[config.mk]
export PLATFORM = sky130hd
export DESIGN_NAME = cbspl_queue
export DESIGN_NICKNAME = d
export VERILOG_FILES = /design/src/hw/rtl/cbspl_pkg.sv /design/src/hw/rtl/cbspl_queue.sv
export SDC_FILE = /design/constraint.sdc
export NUM_CORES = 1
export LEC_CHECK = 0
export BUFFER_PORTS_ARGS = -buffer_cell sky130_fd_sc_hd__buf_4
export CAP_MARGIN = 40
export CORE_UTILIZATION = 30
export CTS_CLUSTER_SIZE = 24
export DETAILED_ROUTE_END_ITERATION = 8
export PLACE_DENSITY_LB_ADDON = 0.15
export SLEW_MARGIN = 15
export SYNTH_ARGS = -nofsm -noshare
export SYNTH_HDL_FRONTEND = slang
export SYNTH_SLANG_ARGS = --single-unit
export TNS_END_PERCENT = 10
[constraint.sdc]
create_clock -name clock -period 2.8 [get_ports clock]
set_input_delay 0.56 -clock clock [delete_from_list [all_inputs] [get_ports clock]]
set_output_delay 0.56 -clock clock [all_outputs]
set_load 0.02 [all_outputs]
[src/hw/rtl/cbspl_pkg.sv]
// ----------------------------------------------------------------------------
// cbspl_pkg
// Shared types and constants for the cubic B-spline evaluator.
// ----------------------------------------------------------------------------
package cbspl_pkg;

   // coefficient table geometry
   localparam int TABLE_DEPTH = 1024;
   localparam int IDX_W       = $clog2(TABLE_DEPTH);
   localparam int NUM_BANKS   = 4;
   localparam int BANK_DEPTH  = TABLE_DEPTH / NUM_BANKS;
   localparam int BANK_AW     = $clog2(BANK_DEPTH);

   // fixed-point formats
   localparam int FRAC_BITS   = 28;
   localparam int M_W         = 35;   // floor(x/h) at the widest shift
   localparam int W_W         = 31;   // basis weight, unsigned Q3.28
   localparam int OUT_W       = 40;

   // request opcodes
   localparam logic OP_WRITE  = 1'b0;
   localparam logic OP_EVAL   = 1'b1;

   // config register indexes
   localparam logic REG_STEP_SHIFT    = 1'b0;
   localparam logic REG_NUM_INTERVALS = 1'b1;

   localparam logic [4:0] STEP_SHIFT_RST    = 5'd0;
   localparam logic [9:0] NUM_INTERVALS_RST = 10'd1021;

   // one classified request, as it sits in the queue
   typedef struct packed {
      logic                   eval;     // 1: evaluate, 0: coefficient write
      logic                   wr_ok;    // write index lies inside the table
      logic [IDX_W-1:0]       index;    // write index, or m-1 for evaluate
      logic [31:0]            data;     // coefficient for a write
      logic [FRAC_BITS-1:0]   frac;     // t in Q0.28
      logic [3:0]             in_range; // per-tap index check
   } entry_type;

endpackage

[src/hw/rtl/cbspl_queue.sv]
// ----------------------------------------------------------------------------
// cbspl_queue
// Four-entry queue between the classifying front and the evaluation back.
// ----------------------------------------------------------------------------
module cbspl_queue (
   input  logic                  clock,
   input  logic                  reset,
   input  logic                  push,
   input  cbspl_pkg::entry_type  push_entry,
   output logic                  not_full,
   input  logic                  pop,
   output logic                  not_empty,
   output cbspl_pkg::entry_type  head
);

   cbspl_pkg::entry_type slot_ff [4];
   logic [1:0] wr_ptr_ff, wr_ptr_in;
   logic [1:0] rd_ptr_ff, rd_ptr_in;
   logic [2:0] count_ff, count_in;

   assign not_full  = (count_ff != 3'd4);
   assign not_empty = (count_ff != 3'd0);
   assign head      = slot_ff[rd_ptr_ff];

   // pointer and fill count update
   always_comb begin
      wr_ptr_in = push ? wr_ptr_ff + 2'd1 : wr_ptr_ff;
      rd_ptr_in = pop  ? rd_ptr_ff + 2'd1 : rd_ptr_ff;
      count_in  = count_ff + 3'(push) - 3'(pop);
   end

   always_ff @(posedge clock) begin
      if (reset) begin
         wr_ptr_ff <= '0;
         rd_ptr_ff <= '0;
         count_ff  <= '0;
      end else begin
         wr_ptr_ff <= wr_ptr_in;
         rd_ptr_ff <= rd_ptr_in;
         count_ff  <= count_in;
      end
   end

   // storage, no reset needed
   always_ff @(posedge clock) begin
      if (push) begin
         slot_ff[wr_ptr_ff] <= push_entry;
      end
   end

endmodule

# Word level (Yosys, flattened, before mapping)
# Memory sizes are Yosys's and may differ from the RTL's. A register that Yosys moved wholly into a read port is not among the register bits.
# Cells that the tools add are included.
[op_classes] n_addsub=4 eq_ne=1 mux=4 reduce_logical=1
[op_table] cell="$add A2 B1 Y2 const B" count=2
[op_table] cell="$mux W2" count=2
[op_table] cell="$add A3 B1 Y3" count=1
[op_table] cell="$ne A3 B3 Y1 const B" count=1
[op_table] cell="$reduce_bool A3 Y1" count=1
[op_table] cell="$sub A3 B1 Y3" count=1
[op_table] cell="$mux W1" count=2
[word_totals] register_bits=7 ram_bits=304 out_inout_bits=78 memories=1
[mem_list] name="slot_ff" words=4 word_bits=76 rd=1 rd_ports_with_merged_regs=1 write_ports=1 line_no="cbspl_queue.sv:16" source="cbspl_pkg::entry_type slot_ff [4];"

# Depth between registers and ports, before layout
[depth] ltp_word=3 ltp_mapped=8 mapped_depth_nobuf=8

# Least setup slack after synthesis
# OpenSTA, ideal clock, no wires.
[synth_timing] path_kind="input to register" start="input push" end="memory slot_ff[0][0] (netlist bit), enable pin" setup_ps=442 arrival_time_ps=2334 required_time_ps=2358 path_slack_ps=24 stages=1 cell_sequence="and2_1"
[synth_between] elab_chain_cells=2
[synth_lines] item="from (decl)" line_no="cbspl_queue.sv:8" source="input logic push,"
[synth_lines] item="$mux W1" line_no="cbspl_queue.sv:46" source="if (push) begin"
[synth_lines] item="$mux W1 (implied by the code)" line_no="cbspl_queue.sv:47" source="slot_ff[wr_ptr_ff] <= push_entry;"
[synth_lines] item="to (decl)" line_no="cbspl_queue.sv:16"
# No other way between the ends.

==> run metrics <==
Layout Skew 13.32 ps; I/O Pins 158; flop and latch count out of synthesis 313; Iteration-0 DRC Markers 245; GP Congestion 0.6818; max_slew headroom 64.76%; Core Area 37580 um2; total global-route track usage 12.19%; HPWL Detailed 13080 um; clk_lat worst skew 530 ps; Fmax achieved 385.4 MHz; Netlist cell types 23; asr flop ratio synth 0%; global-route wire length before repair 34680 um; Port Buffer Count 157; Critical Setup Path Class flip-flop to output pin; Crit Path Max Fanout 32; Slew Limit Fails 0; WP data required 2240 ps; HP Class input pin to flip-flop; leakage power 4.829 nW; worst hold margin 229.0 ps; grt ovf 0; Post-synth top flop edfxtp_1; die area 38950 um2; VDD IR max 0.0005372 V; Ys Warns 0; ratio of cells with drive above 1 in the final layout 45.80%; largest net degree at the start of global routing 77; reg2reg setup slack 1120 ps; Residual DRC 0; Startpoint Class flip-flop; clock buffer count from CTS 35; Chip Width 197.4 um; die height 197.4 um; Mapped Nets 527; Fin. Hold Viols 0; power per cell area 779.9 nW/um2; Detailed Route WL 23040 um; Area Growth Syn to Fin 26.37%; Util after Layout 38.50%; Root Driver clkbuf_16; final period utilization 92.67%; status finished, final reports clean; final setup fails 0; Fillers 3426; starting density of the core 30.47%; pre-CTS WS 583.0 ps; # diodes 0; CTS tree done; DRT antenna net count 0; vias per inst 4.416; worst slew pin tran 528.7 ps; CP Data Arrival Time 2030 ps; Initial DRT Pass Iterations 4; initial antenna violation count 0; CP Capture Type output pin; vias in the first global route 5701; hold-fix buffers at CTS 0; Cell Area, Synth 11450 um2; sequential-to-total area share from yosys stat 81.31%; Mapped Cells 440; Rows 71; Max Cap Viol 0; Avg Cell Area, Syn 26.02 um2; Sink Count 313; nets 717; CTS Buffer Depth 3; RSZ-0062 raised after global routing false; final std cells w/o fill 1166; htree depth 2; Post-synth EDFFs 304; routed len/inst 19.76 um; min Tclk post-route 2595 ps; clk slew on worst S/H paths 60 ps; Vias 5149; setup slack after layout 205.4 ps; placed cell count 1100
synth_stat cells, types with 2 or more instances:
master	number	area, um2
edfxtp_1	304	9129
mux4_2	76	1712
dfxtp_1	9	180.2
nor2_1	7	26.28
ha_1	6	75.07
buf_12	5	100.1
buf_2	5	25.02
inv_1	5	18.77
and2_1	4	25.02
buf_1	3	11.26
buf_4	3	22.52
xnor2_1	2	17.52
per-stage QoR:
stage	TNS [ps]	power [mW]	area [um2]
6_report	0	11.28	14470
5_1_grt	0	11.72	14470
4_1_cts	-6.363	11.47	14410
3_5_place_dp	0	6.881	13270
3_3_place_gp	0	6.843	13270
2_1_floorplan	0	6.308	11450
flip-flops by register name, indices dropped and copies added, names as in the netlist, named ones only:
name / cells
slot_ff: 304
rd_ptr_ff: 2
count_ff: 3
wr_ptr_ff: 2
layer usage:
metal  routed length, um  track usage (%)
met1                9975            15.58
met2               11130            19.46
met3                1440            3.483
met4                 489            5.053
met5                   0                0
placed cells by master (no fill, tap or decap), drive strengths merged:
master	instances
a21bo	1
a21oi	1
and2	4
buf	171
bufinv	4
clkbuf	44
clkinv	13
clkinvlp	1
dfxtp	9
edfxtp	304
fa	1
ha	6
inv	5
mux2i	1
mux4	76
nand2	1
nand3b	1
nor2	7
nor2b	1
or3	1
xnor2	2
xnor3	1
where the power goes:
part | internal [mW] | switching, mW | leakage, nW | total [mW]
logic | 0.621 | 0.689 | 1.41 | 1.31
clock network | 2.77 | 1.75 | 0.551 | 4.52
registers | 5.39 | 0.0641 | 2.87 | 5.45
total | 8.78 | 2.50 | 4.83 | 11.3
cell families after synthesis:
group	count (synthesis)	share of synthesized area, %
xor+xnor	3	0.3497
flops	313	81.31
mux	77	15.04
simple gates	15	0.6558
fa+ha+maj	7	0.8306
buf+inv	23	1.683
compound gates	2	0.1311
worst paths after layout:
| kind | cells after the start | startpoint | to |
|---|---|---|---|
| max reg2reg | 8 | count_ff[0] | count_ff[2] |
| max | 3 | flip-flop | head[48] |
| min reg2reg | 2 | rd_ptr_ff[0] | flip-flop |
| min | 1 | push_entry[25] | slot_ff[3][25] |
critical path, cell delays in order (launching register included):
cell and delay [ps]:
dfxtp_4 450, buf_16 290, mux4_2 570, buf_4 180
what timing repair did:
action                                  4_1_cts  5_1_grt
setup buffers                                 0        4
gates resized for setup                       0        2
hold endpoints to repair                      0        0
endpoints found under the setup margin        2       32
final cells by class:
class                           instances  area (um2)  share of cell area (%)
Inverter                                5       18.77                  0.1297
Clock inverter                         18       185.2                   1.280
Tap cell                              511       639.4                   4.419
Sequential cell                       313        9316                   64.40
Multi-Input combinational cell        104        1957                   13.53
Clock buffer                           44       952.2                   6.581
Timing Repair Buffer                  171        1399                   9.669
No activity file was read; power rests on OpenSTA's default activity.
