`config.mk`:
```
export PLATFORM = sky130hd
export DESIGN_NAME = cbspl_front
export DESIGN_NICKNAME = d
export VERILOG_FILES = /design/src/hw/rtl/cbspl_pkg.sv /design/src/hw/rtl/cbspl_front.sv
export SDC_FILE = /design/constraint.sdc
export NUM_CORES = 1
export LEC_CHECK = 0
export ABC_AREA = 1
export BUFFER_PORTS_ARGS = -buffer_cell sky130_fd_sc_hd__buf_2
export CAP_MARGIN = 20
export CORE_MARGIN = 5
export CORE_UTILIZATION = 35
export DETAILED_ROUTE_END_ITERATION = 6
export PLACE_DENSITY_LB_ADDON = 0.15
export RECOVER_POWER = 25
export REMOVE_ABC_BUFFERS = 1
export SLEW_MARGIN = 20
export SYNTH_ARGS = -nofsm -noshare
export SYNTH_HDL_FRONTEND = slang
export SYNTH_SLANG_ARGS = --single-unit
```
`constraint.sdc`:
```
create_clock -name vclk -period 6.4
set_input_delay 1.28 -clock vclk [all_inputs]
set_output_delay 1.28 -clock vclk [all_outputs]
set_load 0.005 [all_outputs]
```
`src/hw/rtl/cbspl_pkg.sv`:
```
// ----------------------------------------------------------------------------
// cbspl_pkg
// Shared types and constants for the cubic B-spline evaluator.
// ----------------------------------------------------------------------------
package cbspl_pkg;

   // coefficient table geometry
   localparam int TABLE_DEPTH = 1024;
   localparam int IDX_W       = $clog2(TABLE_DEPTH);
   localparam int NUM_BANKS   = 4;
   localparam int BANK_DEPTH  = TABLE_DEPTH / NUM_BANKS;
   localparam int BANK_AW     = $clog2(BANK_DEPTH);

   // fixed-point formats
   localparam int FRAC_BITS   = 28;
   localparam int M_W         = 35;   // floor(x/h) at the widest shift
   localparam int W_W         = 31;   // basis weight, unsigned Q3.28
   localparam int OUT_W       = 40;

   // request opcodes
   localparam logic OP_WRITE  = 1'b0;
   localparam logic OP_EVAL   = 1'b1;

   // config register indexes
   localparam logic REG_STEP_SHIFT    = 1'b0;
   localparam logic REG_NUM_INTERVALS = 1'b1;

   localparam logic [4:0] STEP_SHIFT_RST    = 5'd0;
   localparam logic [9:0] NUM_INTERVALS_RST = 10'd1021;

   // one classified request, as it sits in the queue
   typedef struct packed {
      logic                   eval;     // 1: evaluate, 0: coefficient write
      logic                   wr_ok;    // write index lies inside the table
      logic [IDX_W-1:0]       index;    // write index, or m-1 for evaluate
      logic [31:0]            data;     // coefficient for a write
      logic [FRAC_BITS-1:0]   frac;     // t in Q0.28
      logic [3:0]             in_range; // per-tap index check
   } entry_type;

endpackage

```
`src/hw/rtl/cbspl_front.sv`:
```
// ----------------------------------------------------------------------------
// cbspl_front
// Classifies a request: splits x into interval and fraction, checks taps.
// ----------------------------------------------------------------------------
module cbspl_front (
   input  logic                  req_opcode,
   input  logic [9:0]            req_coeff_index,
   input  logic signed [31:0]    req_coeff_value,
   input  logic [31:0]           req_x_position,
   input  logic [4:0]            step_shift,
   input  logic [9:0]            num_intervals,
   output cbspl_pkg::entry_type  entry
);

   logic [62:0]                    scaled;
   logic [cbspl_pkg::M_W-1:0]      m_val;
   logic [35:0]                    m_ext;
   logic [35:0]                    n_lim;
   logic [35:0]                    d_lim;
   logic [35:0]                    lim;
   logic [35:0]                    tap;

   // x / h is a left shift; integer part from bit 28 up, fraction below
   always_comb begin
      scaled = {31'd0, req_x_position} << step_shift;
      m_val  = scaled[62:28];
      m_ext  = 36'(m_val);
      n_lim  = 36'(num_intervals) + 36'd2;
      d_lim  = 36'(cbspl_pkg::TABLE_DEPTH - 1);
      lim    = (n_lim < d_lim) ? n_lim : d_lim;
      tap    = '0;

      entry.eval  = (req_opcode == cbspl_pkg::OP_EVAL);
      entry.wr_ok = ({22'd0, req_coeff_index} < 32'(cbspl_pkg::TABLE_DEPTH));
      entry.data  = req_coeff_value;
      entry.frac  = scaled[27:0];
      entry.index = entry.eval ? (cbspl_pkg::IDX_W'(m_val) - cbspl_pkg::IDX_W'(1))
                               : cbspl_pkg::IDX_W'(req_coeff_index);

      // tap j reads index m-1+j; valid when 0 <= m-1+j <= lim
      for (int j = 0; j < 4; j++) begin
         tap = m_ext + 36'(j);
         entry.in_range[j] = (tap >= 36'd1) && (tap <= lim + 36'd1);
      end
   end

endmodule

```
# After elaboration in Yosys (flattened, before gate mapping)
# Cells that the tools add are included.
[totals] input_bits=90 register_bits=0 elab_cells=22 output_inout_bits=76
[op_classes] n_reduce_logical=4 mux=2 addsub=6 order_cmp=9 shift=1
[ops] op="36-bit by 1-bit greater-or-equal comparator with 1-bit output, second input constant" count=3
[ops] op="35-bit by 2-bit adder with 36-bit output, second input constant" count=2
[ops] op="36-bit <= comparator" count=2
[ops] op="32-bit by 5-bit << shifter with 63-bit output" count=1
[ops] op="35-bit by 1-bit adder with 36-bit output, second input constant" count=1
[ops] op="35-bit by 36-bit <= comparator with 1-bit output" count=1
[ops] op="36-bit by 12-bit <= comparator with 1-bit output" count=1
[ops] op="35-bit by 1-bit greater-or-equal comparator with 1-bit output, second input constant" count=1
[ops] op="11-bit by 1-bit adder with 12-bit output, second input constant" count=1
[ops] op="10-bit by 2-bit adder with 11-bit output, second input constant" count=1
[ops] op="11-bit by 10-bit < comparator with 1-bit output, second input constant" count=1
[ops] op="11-bit 2-to-1 mux" count=1
[ops] op="10-bit 2-to-1 mux" count=1
[ops] op="10-bit by 1-bit subtractor with 10-bit output, second input constant" count=1
[ops] op="1-bit logical AND" count=4

# Logic depth before layout (Yosys ltp)
# Gate-level depths: netlist (run 1).
[depth] depth_word=6 ltp_mapped=28 ltp_nobuf=28

# Least setup slack after synthesis (run 1)
# OpenSTA, ideal clock, no wires.
[synth_path] kind="input to output" from="input num_intervals[1]" to="output entry[1] (netlist bit)" t_required_ns=5.120 arrival_ns=4.239 slack_ns=0.881 stages=27 n_path_buf=0 cell_sequence="ha_1 nand2_1 inv_1 nand2_1 nand2_1 inv_1 nand3_1 nor2_1 a21oi_1 inv_1 nor2_1 inv_1 nand3_1 nor2_1 inv_1 nor4_1 o21ai_0 xor2_1 ha_1 and3_1 nand3_1 nor2_1 nand2_1 nand4_1 nor2_1 nand2_1 nor2_1"
[synth_rtl] item="start, declared" line_no="cbspl_front.sv:11" rtl="input logic [9:0] num_intervals,"
[synth_rtl] item="end, declared" line_no="cbspl_front.sv:12" rtl="output cbspl_pkg::entry_type entry"

==> flow_summary.yaml, run 1 <==
worst_setup_path:
  path_max_fanout: 17
  cp-start-kind: "input pin"
  crit_type: "in2out"
  worstSetupEndpointType: "output port"
  arrival_ps: 4760
  required_ps: 5120
die:
  start_util_pct: 35.5
  die_area_sq_mm: 0.0252
  pin_count: 166
  dieHeight_um: 159
  dieWidth_um: 159
  core_area_sq_mm: 0.0218
  rows: 54
synth:
  ys_top_cells_by_count: "nand2_1, nand3_1, nor2_1, inv_1, o21ai_0"
  synth_top_area_share_pct: 22.4
  synth_top_cell_by_area: "nand2_1"
  ys_warn_count: 0
  synth.most_common_cell: "nand2_1"
  synth_cells: 1492
  syn_area_sq_mm: 0.00775
  syn_avg_cell_area_sq_um: 5.19
  synth_cell_types: 46
  synth_top_cells_by_area: "nand2_1, nand3_1, ha_1, nor2_1, inv_1"
  synth_seq_area_share_pct: 0
clock_tree:
  ctsHoldBuffers: 0
place:
  dp_hpwl_mm: 28.9
  io_buffers: 101
  gp_congestion: 0.942
  detailedPlace.worstSlack_ps: 139
global_route:
  grt_pass1_wl_mm: 52.8
  grt_pass1_vias: 9195
  gr-usage-all-layers_pct: 25.5
  grt_start_max_net_pins: 71
  overflow: 0
  antenna_found_initial: 0
hold_path:
  hp-class: "in2out"
sta:
  slew_viol_final: 0
  setup_viol: 0
  rsz0062_at_grt: "false"
  fin_ws_ps: 364
  maxSlewHeadroom_pct: 60.8
  finalCritPeriodShare_pct: 94.3
  hold_viol: 0
  worst_pin_slew_ps: 580
  finalSetupTns_ps: 0
  max_freq_mhz: 166
  fin_hold_ws_ps: 2560
  finalCriticalPeriod_ps: 6040
flow_run:
  drv_cap: 0
final_layout:
  drive_gt1_share_pct: 18.4
  seq_cells: 0
  fin_util_pct: 38.9
  regArea_sq_um: 0
  nClkBuffers: 0
  syn2layout_area_growth_pct: 9.44
  final.fill_count: 2541
  antennaDiodeCount: 0
  multiInputGateArea_sq_mm: 0.00679
  nets: 1695
route:
  wire_per_inst_um: 18.5
  vias_per_cell: 5.44
  drt_pass1_iterations: 5
  vias: 9980
  postRouteAntennaNets: 0
  wl_mm: 34.0
  drt_iter0_markers: 877
  drc_errors: 0
pwr:
  vdd_drop_max_uv: 60.7
  power_density_mw_per_mm2: 94.3
  leakagePower_nw: 4.38
  finalPower_w: 0.000800
status:
  outcome: "finished clean"
-- cells in the final DEF, fill, tap and decap left out, types with 19 or more instances in the layout --
| cell | synthesis | final |
|---|---|---|
| nand2_2 | 40 | 40 |
| xor2_1 | 44 | 39 |
| ha_1 | 49 | 49 |
| nor2_2 | 18 | 19 |
| buf_4 | 37 | 34 |
| nand2_1 | 463 | 463 |
| nor2_1 | 160 | 159 |
| nand3_2 | 30 | 30 |
| inv_1 | 110 | 110 |
| buf_2 | 22 | 100 |
| a21oi_1 | 26 | 25 |
| nand4_1 | 23 | 23 |
| nand3_1 | 295 | 295 |
| o21ai_0 | 50 | 48 |
-- cell families (layout without fill, tap and decap cells) --
group	Yosys count	in the layout	share of synthesized area (%)
compound gates	93	93	6.52
xor+xnor	47	47	5.31
fa+ha+maj	49	49	7.91
buf+inv	209	267	13.3
other cells	1	5	0.0484
simple gates	1093	1093	66.9
-- path summary, 6_finish.rpt --
check / slack, ps / to / cells past startpoint / startpoint
max: 360 / entry[3] / 25 / step_shift[0]
min: 2560 / entry[43] / 0 / req_coeff_value[11]
-- repair_timing --
item	4_1_cts	5_1_grt
buffers inserted	0	3
endpoints found under the setup margin	0	4
gates resized for setup	0	14
-- layer usage --
metal | share of wire [%] | vias up | global-route usage, %
met3 | 8.5 | 36 | 4.28
met1 | 47 | 4534 | 37.6
met4 | 2.1 | 0 | 4.54
li1 | - | 4973 | -
met2 | 42 | 437 | 39.2
met5 | 0 | - | 0
-- report_power, final --
| group | internal (W) | total (W) | switching [W] |
|---|---|---|---|
| Sequential | 0 | 0 | 0 |
| Clock | 0 | 0 | 0 |
| Combinational | 0.000257 | 0.000800 | 0.000542 |
| Total | 0.000257 | 0.000800 | 0.000542 |
-- metrics by stage --
stage	area, sq um	instances
floorplan	7220	1414
global placement	8400	1831
detailed placement	8400	1831
CTS	8400	1831
global route	8480	1834
finish	8480	1834
-- layout make-up --
class | instances | share of cell area, %
tap | 280 | 4.13
timing repair buffer | 140 | 10.1
inverter | 127 | 5.80
multi-input combinational | 1287 | 80.0
-- worst max-delay path, cell delays in order --
cell      delay [ps]
clkbuf_4         260
buf_6            190
buf_4            150
nand2_1           70
nand3_1          100
nand2_1           60
nand2_1           80
nand2_1           50
nand2_1           70
nand3_1          130
nand2_4          220
inv_1            120
ha_1             210
inv_1            110
nand3_2          160
inv_2             90
nand2_2          150
xor2_2           220
inv_1             70
ha_1             270
nand2_1           60
o21ai_0          230
nand3_1          110
nor2_1           140
buf_2            140
Power figures use the tool's default switching activity.
==> run 2, diff against run 1 <==
--- a/config.mk
+++ b/config.mk
@@ -9,7 +9,7 @@
 export BUFFER_PORTS_ARGS = -buffer_cell sky130_fd_sc_hd__buf_2
 export CAP_MARGIN = 20
 export CORE_MARGIN = 5
-export CORE_UTILIZATION = 35
+export CORE_UTILIZATION = 59
 export DETAILED_ROUTE_END_ITERATION = 6
 export PLACE_DENSITY_LB_ADDON = 0.15
 export RECOVER_POWER = 25
==> constraint.sdc (replaced) <==
create_clock -name vclk -period 5.9
set_input_delay 1.18 -clock vclk [all_inputs]
set_output_delay 1.18 -clock vclk [all_outputs]
set_load 0.005 [all_outputs]
==> run 2 against run 1 <==
- total power is 7.2% higher
- final area fell by 1.2%
- final cell count decreased by 6.1%
- critical path depth decreased by 3
- first-iteration DRC count rose by 50%
- core utilization is 27 points higher
- hold slack got worse by 200 ps
- largest cell class unchanged
==> flow_summary.yaml, run 2 (same netlist as run 1, synthesis figures left out) <==
status:
  outcome: "finished clean"
die:
  dieWidth_um: 125
  core_area_sq_mm: 0.0128
  rows: 41
  die_area_sq_mm: 0.0155
  pin_count: 166
  start_util_pct: 60.7
  dieHeight_um: 125
place:
  io_buffers: 101
  dp_hpwl_mm: 25.8
  gp_congestion: 1.07
final_layout:
  drive_gt1_share_pct: 19.3
  nets: 1692
  nClkBuffers: 0
  final.fill_count: 1302
  syn2layout_area_growth_pct: 8.19
  layout_commonest_cell: "nand2_1"
  regArea_sq_um: 0
  seq_cells: 0
  layout_common_cells: "nand2_1, nand3_1, nor2_1"
  antennaDiodeCount: 0
global_route:
  use_met1_pct: 51.6
  overflow: 0
  grt_start_max_net_pins: 43
  antenna_found_initial: 0
  use_met3_pct: 7.85
  grt_pass1_vias: 9367
  gr-usage-all-layers_pct: 37.1
  busiest_layer: "met2"
  use_met2_pct: 55.4
  grt_pass1_wl_mm: 48.4
sta:
  fin_hold_ws_ps: 2360
  finalCriticalPeriod_ps: 5730
  hold_viol: 0
  finalCritPeriodShare_pct: 97.0
  max_freq_mhz: 175
  worst_pin_slew_ps: 582
  setup_viol: 0
  maxSlewHeadroom_pct: 60.7
  slew_viol_final: 0
route:
  drt_iter0_markers: 1312
  drt_pass1_iterations: 6
  wl_mm: 30.5
  postRouteAntennaNets: 0
  drc_errors: 0
  vias_per_cell: 5.99
  wire_per_inst_um: 17.7
  vias: 10300
pwr:
  power_density_mw_per_mm2: 102
  leakagePower_nw: 4.37
  finalPower_w: 0.000857
  vdd_drop_max_uv: 91.8
worst_setup_path:
  cp-start-kind: "input pin"
  path_max_fanout: 32
  worstSetupEndpointType: "output port"
  crit_type: "in2out"
  required_ps: 4720
  arrival_ps: 4550
flow_run:
  drv_cap: 0
hold_path:
  hp-class: "in2out"
run 2: path summary, 6_finish.rpt:
path / from / end / slack, ps / depth (start not counted)
setup / recovery: step_shift[0] / entry[3] / 170 / 22
hold / removal: req_coeff_value[4] / entry[36] / 2360 / 0
run 2: area by class of cell:
| cell class | instances | area [sq um] | share of cell area, % |
|---|---|---|---|
| multi-input cells | 1287 | 6850 | 81.7 |
| repair buffers | 137 | 826 | 9.85 |
| inverters | 127 | 489 | 5.83 |
| well taps | 172 | 215 | 2.57 |
run 2: per-stage QoR:
| step | utilization, % | setup TNS, ps | setup WS [ps] | instances | area [sq um] |
|---|---|---|---|---|---|
| finish | 65.6 | 0 | 174 | 1723 | 8380 |
| detailed placement | 64.4 | 0 | 64.7 | 1719 | 8230 |
| global placement | 64.4 | 0 | 214 | 1719 | 8230 |
| CTS | 64.4 | 0 | 36.5 | 1719 | 8230 |
| floorplan | - | 0 | 581 | 1414 | 7220 |
| global route | 65.6 | -79.7 | -78.1 | 1723 | 8380 |
run 2: critical path, stage by stage:
cell and delay [ps]:
buf_2 170, buf_12 200, nand2_1 80, nand3_1 130, nand3_1 130, nand3_1 220, nand3_2 150, nand2_4 210
inv_1 120, ha_1 210, inv_1 110, nand3_2 160, nor2_4 240, nand3_2 150, o21ai_0 240, nand4_1 120
nor2_1 110, nand2_1 60, nor2_1 200, nand3_1 110, nor2_1 110, buf_2 120
run 2: per-layer routing:
| metal | vias to the layer above | part of all wire, % |
|---|---|---|
| li1 | 4979 | - |
| met1 | 4533 | 42 |
| met2 | 696 | 40 |
| met3 | 112 | 13 |
| met4 | 2 | 4.7 |
| met5 | - | 0.16 |
run 2: where the power goes:
part / switching (W) / internal, W / total, W
clock network: 0 / 0 / 0
logic: 0.000579 / 0.000278 / 0.000857
registers: 0 / 0 / 0
run 2: what timing repair did:
action                     CTS  global route
setup endpoints to repair    0             4
setup buffers                0             4
gates resized for setup      0            32
hold buffers                 0             0
==> run 3, diff against run 2 <==
--- a/config.mk
+++ b/config.mk
@@ -14,6 +14,7 @@
 export PLACE_DENSITY_LB_ADDON = 0.15
 export RECOVER_POWER = 25
 export REMOVE_ABC_BUFFERS = 1
+export SETUP_SLACK_MARGIN = 0.3
 export SLEW_MARGIN = 20
 export SYNTH_ARGS = -nofsm -noshare
 export SYNTH_HDL_FRONTEND = slang
==> run 3 against run 2 <==
- sequential cell count did not move
- combinational power rose by 11%
- die area did not move
- first-iteration DRC count rose by 29%
- global-route usage rose by 0.087 points
- critical path type unchanged
- final area rose by 6.6%
- count of clock-buffer cells in the layout did not move
- non-clock buffer count rose by 16
- highest routed layer unchanged
- wire length rose by 9.9%
- via count rose by 4.3%
- final cell count rose by 0.99%
==> flow_summary.yaml, run 3 (same netlist as run 1, synthesis figures left out) <==
status:
  outcome: "finished clean"
route:
  wl_met3_mm: 4.20
  wl_met2_mm: 13.6
  vias_per_cell: 6.19
  drt_pass1_iterations: 6
  postRouteAntennaNets: 0
  wl_mm: 33.5
  vias: 10800
  drt_iter0_markers: 1689
  drc_errors: 0
  wl_met1_mm: 13.5
  top_layer_used: "met5"
  wire_per_inst_um: 19.3
die:
  dieWidth_um: 125
  pin_count: 166
  start_util_pct: 60.7
  die_area_sq_mm: 0.0155
  core_area_sq_mm: 0.0128
  dieHeight_um: 125
  rows: 41
final_layout:
  drive_gt1_share_pct: 23.9
  regArea_sq_um: 0
  final.fill_count: 1174
  seq_cells: 0
  stdcell_area_sq_mm: 0.00894
  layout_common_cells: "nand2_1, nand3_1, nor2_1"
  antennaDiodeCount: 0
  fin_util_pct: 70.0
  nClkBuffers: 0
  nets: 1709
  syn2layout_area_growth_pct: 15.4
  layout_commonest_cell: "nand2_1"
  multiInputGateArea_sq_mm: 0.00720
place:
  dpl_cell_area_sq_mm: 0.00823
  dp_hpwl_mm: 25.8
  gp_congestion: 1.07
  io_buffers: 101
worst_setup_path:
  path_max_fanout: 4
  required_ps: 4720
  worstSetupEndpointType: "output port"
  cp_num_buf_inv: 5
  slowest_stage: "ha_1"
  worst-path-stages: 30
  critPathMaxStageDelay_ps: 310
  arrival_ps: 4530
  worstSetupStartpoint: "num_intervals[2]"
  crit_type: "in2out"
  crit_path_end: "entry[0]"
  cp-start-kind: "input pin"
  cpLargestDelayFamily: "simple AND/OR/NAND/NOR gates"
  crit_top_cell: "nand2_1"
sta:
  max_freq_mhz: 175
  finalCritPeriodShare_pct: 96.7
  slew_viol_final: 0
  worst_pin_slew_ps: 795
  maxSlewHeadroom_pct: 46.3
  hold_viol: 0
  finalSetupTns_ps: 0
  setup_viol: 0
  finalCriticalPeriod_ps: 5710
  rsz0062_at_grt: "true"
pwr:
  leakagePower_nw: 4.52
  vdd_drop_max_uv: 100
  finalPower_w: 0.000949
  power_density_mw_per_mm2: 106
hold_path:
  hp-class: "in2out"
  min-delay-start: "req_coeff_value[4]"
flow_run:
  drv_cap: 0
global_route:
  grt_pass1_vias: 9433
  gr-usage-all-layers_pct: 37.2
  grt_pass1_wl_mm: 48.5
  antenna_found_initial: 0
  grt_start_max_net_pins: 43
  overflow: 0
clock_tree:
  ctsHoldBuffers: 0
[run 3: cell types whose count changed in the layout (fill, tap and decap cells not counted), moves of 5 or more]
cell / previous run / this run
nor2_1: 154 / 140
buf_4: 32 / 45
nand2_1: 459 / 446
nand3_1: 294 / 284
nand2_2: 43 / 52
nand3_2: 31 / 39
nor2_4: 19 / 27
inv_1: 107 / 101
nor2_2: 23 / 29
xor2_1: 40 / 35
[run 3: layout make-up]
type	count	share of cell area, %
Multi-Input combinational cell	1287	80.5
Timing Repair Buffer	153	11.3
Inverter	127	5.61
Tap cell	172	2.41
Timing Repair inverter	1	0.0980
[run 3: worst min-delay path by stage]
stage	to	slack [ps]	cells past startpoint
global route	entry[36]	2360	0
finish	entry[36]	2360	0
floorplan	entry[32]	2360	0
detailed placement	entry[36]	2360	0
CTS	entry[36]	2360	0
global placement	entry[36]	2360	0
[run 3: power breakdown]
| group | internal [W] | switching [W] | leakage, nW | total, W |
|---|---|---|---|---|
| Sequential | 0 | 0 | 0 | 0 |
| Clock | 0 | 0 | 0 | 0 |
| Combinational | 0.000314 | 0.000635 | 4.52 | 0.000949 |
| Total | 0.000314 | 0.000635 | 4.52 | 0.000949 |
[run 3: per-stage QoR]
stage,cells,setup slack (ps),hold slack [ps]
finish,1740,193,2360
global route,1740,19.9,2360
CTS,1726,332,2360
detailed placement,1719,64.7,2360
global placement,1719,214,2360
floorplan,1414,581,2360
[run 3: layer usage]
layer	vias up	global-route usage, %
met5	-	2.61
met4	2	14.8
met2	841	55.7
met3	186	7.55
li1	5011	-
met1	4723	51.7
[run 3: timing repair]
action / 4_1_cts / 5_1_grt
gates cloned: 0 / 2
pin swaps: 3 / 30
gates resized for setup: 17 / 111
setup buffers: 7 / 12
endpoints found under the setup margin: 4 / 4
